### config.mk
export PLATFORM = sky130hd
export DESIGN_NAME = glyph_text_rasterizer
export DESIGN_NICKNAME = d
export VERILOG_FILES = /design/src/hdl/gtr_pkg.sv /design/src/hdl/gtr_edge_unit.sv /design/src/hdl/glyph_text_rasterizer.sv
export SDC_FILE = /design/constraint.sdc
export NUM_CORES = 2
export LEC_CHECK = 0
export BUFFER_PORTS_ARGS = -buffer_cell sky130_fd_sc_hd__buf_4
export CORE_MARGIN = 1.5
export CORE_UTILIZATION = 60
export CTS_CLUSTER_SIZE = 28
export DETAILED_ROUTE_END_ITERATION = 8
export PLACE_DENSITY = 0.78
export SYNTH_ARGS = -nofsm -noshare
export SYNTH_HDL_FRONTEND = slang
export SYNTH_SLANG_ARGS = --single-unit
### constraint.sdc
create_clock -name clk -period 10.01 [get_ports clk]
set_input_delay 0.5005 -clock clk [delete_from_list [all_inputs] [get_ports clk]]
set_output_delay 0.5005 -clock clk [all_outputs]
set_load 0.05 [all_outputs]
### src/hdl/gtr_pkg.sv
// Shared types, constants and font table for the glyph text rasterizer.
// Used by glyph_text_rasterizer, gtr_edge_unit, gtr_checker and the testbench; depends on nothing.
`default_nettype none
package gtr_pkg;

	localparam int PIXEL_W    = 12;
	localparam int EDGE_W     = 21;
	localparam int GLYPH_COLS = 5;
	localparam int GLYPH_ROWS = 7;
	localparam int GLYPH_BITS = GLYPH_COLS * GLYPH_ROWS;
	localparam int GLYPH_COUNT = 26;
	localparam int GLYPH_ADVANCE = 6;
	localparam int COL_W      = $clog2(GLYPH_COLS);

	localparam logic [7:0] LETTER_A = 8'h41;
	localparam logic [7:0] LETTER_Z = 8'h5A;

	localparam logic [1:0] CFG_SCREEN_WIDTH    = 2'd0;
	localparam logic [1:0] CFG_SCREEN_HEIGHT   = 2'd1;
	localparam logic [1:0] CFG_PIXELS_PER_UNIT = 2'd2;

	localparam logic [1:0] EDGE_LEFT   = 2'd0;
	localparam logic [1:0] EDGE_RIGHT  = 2'd1;
	localparam logic [1:0] EDGE_TOP    = 2'd2;
	localparam logic [1:0] EDGE_BOTTOM = 2'd3;

	typedef struct packed {
		logic                     valid;
		logic [1:0]               sel;
		logic signed [EDGE_W-1:0] edge2;
		logic [PIXEL_W-1:0]       dim;
	} edge_req_t;

	typedef struct packed {
		logic               valid;
		logic [1:0]         sel;
		logic [PIXEL_W-1:0] pixel;
	} edge_rsp_t;

	// top row first, bit 4 of each row is the leftmost cell
	localparam logic [GLYPH_BITS-1:0] GLYPH_ROM [GLYPH_COUNT] = '{
		{5'h0C,5'h12,5'h12,5'h1E,5'h12,5'h12,5'h12},
		{5'h1C,5'h12,5'h12,5'h1C,5'h12,5'h12,5'h1C},
		{5'h1E,5'h12,5'h10,5'h10,5'h10,5'h12,5'h1E},
		{5'h1C,5'h12,5'h12,5'h12,5'h12,5'h12,5'h1C},
		{5'h1E,5'h10,5'h10,5'h1E,5'h10,5'h10,5'h1E},
		{5'h1E,5'h10,5'h10,5'h1E,5'h10,5'h10,5'h10},
		{5'h1E,5'h12,5'h10,5'h16,5'h12,5'h12,5'h1E},
		{5'h12,5'h12,5'h12,5'h1E,5'h12,5'h12,5'h12},
		{5'h1E,5'h08,5'h08,5'h08,5'h08,5'h08,5'h1E},
		{5'h1E,5'h04,5'h04,5'h04,5'h14,5'h14,5'h1C},
		{5'h12,5'h12,5'h14,5'h18,5'h14,5'h12,5'h12},
		{5'h10,5'h10,5'h10,5'h10,5'h10,5'h10,5'h1E},
		{5'h11,5'h1B,5'h15,5'h11,5'h11,5'h11,5'h11},
		{5'h11,5'h19,5'h15,5'h13,5'h11,5'h11,5'h11},
		{5'h1E,5'h12,5'h12,5'h12,5'h12,5'h12,5'h1E},
		{5'h1C,5'h12,5'h12,5'h1C,5'h10,5'h10,5'h10},
		{5'h1E,5'h12,5'h12,5'h12,5'h12,5'h1E,5'h02},
		{5'h1C,5'h12,5'h12,5'h1C,5'h12,5'h12,5'h12},
		{5'h1E,5'h10,5'h10,5'h0C,5'h02,5'h02,5'h1E},
		{5'h1E,5'h04,5'h04,5'h04,5'h04,5'h04,5'h04},
		{5'h12,5'h12,5'h12,5'h12,5'h12,5'h12,5'h1E},
		{5'h12,5'h12,5'h12,5'h12,5'h12,5'h12,5'h0C},
		{5'h11,5'h11,5'h11,5'h15,5'h15,5'h15,5'h0E},
		{5'h11,5'h11,5'h0A,5'h04,5'h0A,5'h11,5'h11},
		{5'h11,5'h11,5'h0A,5'h04,5'h04,5'h04,5'h04},
		{5'h1E,5'h02,5'h02,5'h0C,5'h10,5'h10,5'h1E}
	};

	function automatic logic [GLYPH_BITS-1:0] glyph_bits(input logic [7:0] code);
		logic [7:0] idx;
		idx = code - LETTER_A;
		if (code >= LETTER_A && code <= LETTER_Z) begin
			return GLYPH_ROM[idx[4:0]];
		end
		return '0;
	endfunction

endpackage
`default_nettype wire

### src/hdl/gtr_edge_unit.sv
// Shared edge unit: scales one doubled world edge by pixels_per_unit, offsets it
// to screen center, truncates and clamps. Three stages. Depends on gtr_pkg.
`default_nettype none
module gtr_edge_unit (
	input  wire logic              clk,
	input  wire logic              arst_n,
	input  wire logic [15:0]       pixels_per_unit,
	input  wire gtr_pkg::edge_req_t req,
	output gtr_pkg::edge_rsp_t     rsp
);
	localparam int PROD_W = gtr_pkg::EDGE_W + 17;
	localparam int SUM_W  = PROD_W + 1;
	localparam int PIX_W  = SUM_W - 17;

	logic                             vld_s1, vld_s2, vld_s3;
	logic [1:0]                       sel_s1, sel_s2, sel_s3;
	logic signed [gtr_pkg::EDGE_W-1:0] edge_s1;
	logic [gtr_pkg::PIXEL_W-1:0]      dim_s1, dim_s2;
	logic signed [PROD_W-1:0]         prod_s2;
	logic [gtr_pkg::PIXEL_W-1:0]      pix_s3;

	logic signed [SUM_W-1:0]          sum;
	logic [PIX_W-1:0]                 whole;
	logic [gtr_pkg::PIXEL_W-1:0]      clamped;

	always_comb begin
		sum = SUM_W'(prod_s2) + $signed({{(SUM_W-gtr_pkg::PIXEL_W-16){1'b0}}, dim_s2, 16'h0000});
		whole = sum[SUM_W-1:17];
		if (sum < 0) begin
			clamped = '0;
		end else if (whole > PIX_W'(dim_s2)) begin
			clamped = dim_s2;
		end else begin
			clamped = whole[gtr_pkg::PIXEL_W-1:0];
		end
	end

	always_ff @(posedge clk or negedge arst_n) begin
		if (!arst_n) begin
			vld_s1 <= 1'b0;
			vld_s2 <= 1'b0;
			vld_s3 <= 1'b0;
		end else begin
			vld_s1 <= req.valid;
			vld_s2 <= vld_s1;
			vld_s3 <= vld_s2;
		end
	end

	always_ff @(posedge clk) begin
		sel_s1  <= req.sel;
		edge_s1 <= req.edge2;
		dim_s1  <= req.dim;
		sel_s2  <= sel_s1;
		dim_s2  <= dim_s1;
		prod_s2 <= PROD_W'(edge_s1) * $signed({1'b0, pixels_per_unit});
		sel_s3  <= sel_s2;
		pix_s3  <= clamped;
	end

	assign rsp.valid = vld_s3;
	assign rsp.sel   = sel_s3;
	assign rsp.pixel = pix_s3;

endmodule
`default_nettype wire

### src/hdl/glyph_text_rasterizer.sv
// Bitmap font text rasterizer: one character in, one rectangle per lit glyph cell out.
// Each unlit cell is skipped in the scan state; each lit cell issues its left, right,
// top and bottom edges through the shared three-stage edge unit, waits for them, then
// loads the output beat once free. Input ready only between characters; a code with
// no glyph leaves the block idle. Reset: pen at 0, registers at 1280 x 720 and scale
// 1843, no beat pending. Depends on gtr_pkg and gtr_edge_unit.
`default_nettype none
module glyph_text_rasterizer (
	input  wire logic        clk,
	input  wire logic        arst_n,
	input  wire logic        s_axis_tvalid,
	output logic             s_axis_tready,
	// letter_code[7:0], start_of_text[8], text_x[24:9], text_y[40:25],
	// cell_size[55:41], ink_color[87:56]
	input  wire logic [87:0] s_axis_tdata,
	output logic             m_axis_tvalid,
	input  wire logic        m_axis_tready,
	// rect_left[11:0], rect_right[23:12], rect_top[35:24], rect_bottom[47:36],
	// rect_color[79:48]
	output logic [79:0]      m_axis_tdata,
	output logic             m_axis_tlast,
	input  wire logic        cfg_valid,
	output logic             cfg_ready,
	input  wire logic [1:0]  cfg_index,
	input  wire logic [15:0] cfg_data
);
	localparam int EW = gtr_pkg::EDGE_W;
	localparam int PW = gtr_pkg::PIXEL_W;

	typedef enum logic [2:0] {ST_IDLE, ST_SCAN, ST_EDGE, ST_WAIT, ST_LOAD} state_t;

	state_t                         state_q;
	logic [PW-1:0]                  width_q, height_q;
	logic [15:0]                    ppu_q;
	logic [15:0]                    pen_q;
	logic [gtr_pkg::GLYPH_BITS-1:0] glyph_q;
	logic [gtr_pkg::COL_W-1:0]      col_q;
	logic signed [EW-1:0]           cx2_q, cy2_q, px2_q;
	logic [14:0]                    cell_q;
	logic [31:0]                    color_q;
	logic [1:0]                     sel_q;
	logic [PW-1:0]                  left_q, right_q, top_q, bottom_q;
	logic                           out_valid_q, out_last_q;
	logic [79:0]                    out_data_q;

	logic [7:0]                     in_code;
	logic                           in_start;
	logic [15:0]                    in_x, in_y;
	logic [14:0]                    in_cell;
	logic [31:0]                    in_color;
	logic [15:0]                    px;
	logic [17:0]                    advance;
	logic [gtr_pkg::GLYPH_BITS-1:0] in_glyph;
	logic signed [EW-1:0]           cell_x, cell2_x;
	logic [gtr_pkg::GLYPH_BITS-1:0] nxt_glyph;
	logic                           out_free;

	gtr_pkg::edge_req_t req;
	gtr_pkg::edge_rsp_t rsp;

	assign in_code  = s_axis_tdata[7:0];
	assign in_start = s_axis_tdata[8];
	assign in_x     = s_axis_tdata[24:9];
	assign in_y     = s_axis_tdata[40:25];
	assign in_cell  = s_axis_tdata[55:41];
	assign in_color = s_axis_tdata[87:56];

	assign px       = in_start ? in_x : pen_q;
	assign advance  = 18'(in_cell) * 18'(gtr_pkg::GLYPH_ADVANCE);
	assign in_glyph = gtr_pkg::glyph_bits(in_code);
	assign cell_x   = $signed({{(EW-15){1'b0}}, cell_q});
	assign cell2_x  = $signed({{(EW-16){1'b0}}, cell_q, 1'b0});
	assign nxt_glyph = {glyph_q[gtr_pkg::GLYPH_BITS-2:0], 1'b0};
	assign out_free = !out_valid_q || m_axis_tready;

	assign s_axis_tready = (state_q == ST_IDLE);
	assign cfg_ready     = 1'b1;
	assign m_axis_tvalid = out_valid_q;
	assign m_axis_tdata  = out_data_q;
	assign m_axis_tlast  = out_last_q;

	always_comb begin
		req.valid = (state_q == ST_EDGE);
		req.sel   = sel_q;
		req.dim   = width_q;
		case (sel_q)
			gtr_pkg::EDGE_LEFT: begin
				req.edge2 = cx2_q - cell_x;
			end
			gtr_pkg::EDGE_RIGHT: begin
				req.edge2 = cx2_q + cell_x;
			end
			gtr_pkg::EDGE_TOP: begin
				req.edge2 = cy2_q - cell_x;
				req.dim   = height_q;
			end
			default: begin
				req.edge2 = cy2_q + cell_x;
				req.dim   = height_q;
			end
		endcase
	end

	gtr_edge_unit u_edge (
		.clk             (clk),
		.arst_n          (arst_n),
		.pixels_per_unit (ppu_q),
		.req             (req),
		.rsp             (rsp)
	);

	always_ff @(posedge clk) begin
		if (rsp.valid) begin
			case (rsp.sel)
				gtr_pkg::EDGE_LEFT:  left_q   <= rsp.pixel;
				gtr_pkg::EDGE_RIGHT: right_q  <= rsp.pixel;
				gtr_pkg::EDGE_TOP:   top_q    <= rsp.pixel;
				default:             bottom_q <= rsp.pixel;
			endcase
		end
	end

	always_ff @(posedge clk or negedge arst_n) begin
		if (!arst_n) begin
			state_q     <= ST_IDLE;
			width_q     <= 12'd1280;
			height_q    <= 12'd720;
			ppu_q       <= 16'd1843;
			pen_q       <= '0;
			out_valid_q <= 1'b0;
			out_last_q  <= 1'b0;
			out_data_q  <= '0;
			glyph_q     <= '0;
			col_q       <= '0;
			sel_q       <= gtr_pkg::EDGE_LEFT;
			cx2_q       <= '0;
			cy2_q       <= '0;
			px2_q       <= '0;
			cell_q      <= '0;
			color_q     <= '0;
		end else begin
			if (cfg_valid) begin
				case (cfg_index)
					gtr_pkg::CFG_SCREEN_WIDTH:    width_q  <= cfg_data[PW-1:0];
					gtr_pkg::CFG_SCREEN_HEIGHT:   height_q <= cfg_data[PW-1:0];
					gtr_pkg::CFG_PIXELS_PER_UNIT: ppu_q    <= cfg_data;
					default: ;
				endcase
			end

			if (out_valid_q && m_axis_tready && state_q != ST_LOAD) begin
				out_valid_q <= 1'b0;
			end

			case (state_q)
				ST_IDLE: begin
					if (s_axis_tvalid) begin
						pen_q   <= px + advance[15:0];
						px2_q   <= $signed({{(EW-17){px[15]}}, px, 1'b0});
						cx2_q   <= $signed({{(EW-17){px[15]}}, px, 1'b0});
						cy2_q   <= $signed({{(EW-17){in_y[15]}}, in_y, 1'b0});
						cell_q  <= in_cell;
						color_q <= in_color;
						glyph_q <= in_glyph;
						col_q   <= '0;
						if (in_glyph != '0) begin
							state_q <= ST_SCAN;
						end
					end
				end
				ST_SCAN: begin
					if (glyph_q[gtr_pkg::GLYPH_BITS-1]) begin
						sel_q   <= gtr_pkg::EDGE_LEFT;
						state_q <= ST_EDGE;
					end else begin
						glyph_q <= nxt_glyph;
						if (col_q == gtr_pkg::COL_W'(gtr_pkg::GLYPH_COLS - 1)) begin
							col_q <= '0;
							cx2_q <= px2_q;
							cy2_q <= cy2_q - cell2_x;
						end else begin
							col_q <= col_q + 1'b1;
							cx2_q <= cx2_q + cell2_x;
						end
						state_q <= (nxt_glyph == '0) ? ST_IDLE : ST_SCAN;
					end
				end
				ST_EDGE: begin
					sel_q <= sel_q + 1'b1;
					if (sel_q == gtr_pkg::EDGE_BOTTOM) begin
						state_q <= ST_WAIT;
					end
				end
				ST_WAIT: begin
					if (rsp.valid && rsp.sel == gtr_pkg::EDGE_BOTTOM) begin
						state_q <= ST_LOAD;
					end
				end
				ST_LOAD: begin
					if (out_free) begin
						out_valid_q <= 1'b1;
						out_last_q  <= (nxt_glyph == '0);
						out_data_q  <= {color_q, bottom_q, top_q, right_q, left_q};
						glyph_q     <= nxt_glyph;
						if (col_q == gtr_pkg::COL_W'(gtr_pkg::GLYPH_COLS - 1)) begin
							col_q <= '0;
							cx2_q <= px2_q;
							cy2_q <= cy2_q - cell2_x;
						end else begin
							col_q <= col_q + 1'b1;
							cx2_q <= cx2_q + cell2_x;
						end
						state_q <= (nxt_glyph == '0) ? ST_IDLE : ST_SCAN;
					end
				end
				default: begin
					state_q <= ST_IDLE;
				end
			endcase
		end
	end

endmodule
`default_nettype wire

==> results.ini <==
[outcome]
outcome = complete, but fails checks
violations = hold timing

[timing]
hold_viol_final = 10
setup_tns_ns = 0
drv_slew = 0
fin_crit_sh = 0.711
max_freq_mhz = 140
rsz0062_at_grt = no
hold-worst-slack_ns = -0.0416
fin_skew_ns = 0.0175
finalSetupViolations = 0
worstMarginPinSlew_ns = 1.19
relSlewSlack = 0.204
final.min_clock_period_ns = 7.12

[cells_and_area]
drive_gt1_frac = 0.130
num_antenna_cells = 0
nFillCells = 4316
finalNetCount = 4346
layout_commonest_cell = nand2_1
final_cell_mix = nand2_1, inv_1, fa_1
areaGrowthSynthToFinish_pct = 10.7

[global_route]
grt_use_total = 0.283
grt_pass1_wl_um = 130000
grt_pass1_vias = 25463
grt_overflow = 0
antenna_found_initial = 0
grt_max_degree = 164

[critical_path]
cp_max_fo = 22
worst_path_most_repeated_cell = fa_1
reg2reg_to = u_edge.prod_s2[37]
worst-r2r-setup-slack_ns = 2.89
max_stage_delay_ns = 0.88
cp-start-kind = register
cp-end-kind = register
critPathLaunch = ppu_q[2]
worstSetupPathType = reg -> reg
ff2ff_path_depth = 20
crit_chain = nand2_1, fa_1, fa_1, fa_1, inv_1, fa_1, fa_1, inv_1, fa_1, inv_1, ha_1, a21o_1, a21o_1, a221o_1, o2111ai_1, a211oi_1, a2111oi_2, o21ai_1, a31oi_1, xnor2_1
critPathSlowestCell = dfrtp_1
cp.required_ns = 10.53
rr_startpoint = ppu_q[2]
worst-endpoint-arrival_ns = 7.64

[detailed_routing]
viasPerCell = 5.61
vias = 24935
drcViolationCount = 0
drt_pass1_iterations = 5
wl_per_cell_um = 17.8
drt-total-wl_um = 79300
drt_first_iter_violations = 1578
ant_nets = 0

[cts]
h-tree-depth = 2
cts_tree = yes
cts_setup_buffers = 0
cts_buffers = 45
clkSinkCount = 419
clk_pin_slew_ns = 0.07
cts-resized-gates = 0
cts_root_buf = clkbuf_16
cts_buffer_depth = 3
clk_latency_ns = 0.60
ctsHoldBuffers = 0

[synth]
synthAdderAreaFrac = 0.286
synth_top_area_share = 0.202
synth_cell_types = 79
ys.flop_type = dfrtp_1
ys_ff_latch = 419
synth_top_family_by_area = adder cells
syn-num-nets = 4231
synthSimpleGateAreaFrac = 0.146
synth_xor_area_frac = 0.0370
ys_top_cells_by_area = dfrtp_1, fa_1, ha_1
synth-edff-count = 48
ys_seq_area_frac = 0.305
synth_area_per_cell_sq_um = 9.55
yosysWarnings = 0
synthCells = 3548
synth_compound_area_frac = 0.104
async_flop_share = 0.683
synth_area_sq_um = 33900
yosysTopAreaCell = dfrtp_1
synth_mux_area_frac = 0.0532

[placed_design]
dpl.hpwl_um = 60300
gp_congestion = 0.922
port_buffers = 193

[die]
coreArea_sq_um = 55400
design.die.area_sq_um = 57900
num_io_pins = 195
die_w_um = 241
start_util = 0.611
core.rowCount = 86
dieHeight_um = 241

[run]
drv_cap = 0

[hold_path]
min_path_type = in -> async

## cell usage after synthesis, drive strengths merged, types with 12 or more instances
| library cell | number |
|---|---|
| nand3 | 42 |
| o21a | 21 |
| dfstp | 13 |
| and3 | 18 |
| nor2b | 19 |
| a221o | 13 |
| nor3 | 50 |
| nor4 | 12 |
| a21oi | 149 |
| a22oi | 18 |
| a31oi | 24 |
| nand2b | 19 |
| o21bai | 12 |
| o211ai | 21 |
| or2 | 13 |
| o21ai | 151 |
| dfxtp | 85 |
| dfrtp | 273 |
| xor2 | 46 |
| nand2 | 544 |
| edfxtp | 48 |
| or3 | 16 |
| clkbuf | 130 |
| buf | 13 |
| nor2 | 164 |
| inv | 475 |
| fa | 339 |
| a21o | 35 |
| a211oi | 27 |
| xnor2 | 97 |
| and2 | 159 |
| mux2 | 149 |
| ha | 233 |
## flip-flops by register name, summed over array words and instances (netlist names), 3 cells and up
name,flops
m_axis_tdata,80
glyph_q,35
color_q,32
u_edge.prod_s2,22
u_edge.edge_s1,21
cx2_q,20
cy2_q,20
pen_q,16
ppu_q,16
cell_q,15
px2_q,15
bottom_q,12
height_q,12
left_q,12
right_q,12
top_q,12
u_edge.dim_s1,12
u_edge.dim_s2,12
u_edge.pix_s3,12
width_q,12
col_q,3
state_q,3
## per-stage QoR
step	utilization	instances	cell area [sq um]	worst slack, ns
3_3_place_gp	0.648	4364	35900	3.04
5_1_grt	0.677	4448	37500	2.46
6_report	0.677	4448	37500	2.89
4_1_cts	0.677	4448	37500	2.93
2_1_floorplan	-	3548	33900	3.84
3_5_place_dp	0.648	4364	35900	2.97
## critical path: cells and delay by family (launching register included)
family	cells	cell delay (ns)
adder cells (fa/ha/maj)	7	3.34
AO/OA/AOI/OAI	8	2.37
flip-flops	1	0.88
AND/OR/NAND/NOR	1	0.18
buffers and inverters	3	0.15
XOR/XNOR	1	0.13
## per-layer routing
metal,up-vias,routed length [um],track usage,share of wire
li1,11800,-,-,-
met1,12229,33400,0.381,0.42
met2,750,38600,0.474,0.49
met3,156,4630,0.0361,0.058
met4,0,2650,0.0964,0.033
met5,-,0,0,0
## cells by family (layout without fill, tap and decap cells)
group           Yosys count  in the layout
simple gates           1083           1083
buf+inv                 618            770
fa+ha+maj               572            572
compound gates          554            554
flops                   419            419
mux                     158            158
xor+xnor                143            143
other cells               1              1
## worst max path at each step
stage / to / slack, ns / cells after the start
after detailed placement: u_edge.prod_s2[37] / 2.97 / 18
after global placement: u_edge.prod_s2[37] / 3.04 / 20
after global routing: u_edge.prod_s2[37] / 2.46 / 20
after floorplan: u_edge.prod_s2[37] / 3.84 / 22
final: u_edge.prod_s2[37] / 2.89 / 20
after CTS: u_edge.prod_s2[37] / 2.93 / 20
## layout make-up
cell class	instances	area, sq um	area share
timing repair buffer	211	1600	0.0428
inverter	475	1780	0.0476
multi-input combinational	2511	21300	0.567
clock buffer	62	1310	0.0349
clock inverter	22	275	0.00734
sequential	419	10300	0.275
tap	748	936	0.0250
Power is left out: the tool's default activity adds up to more than one toggle a clock period on the data nets, which glitch-free logic cannot reach.
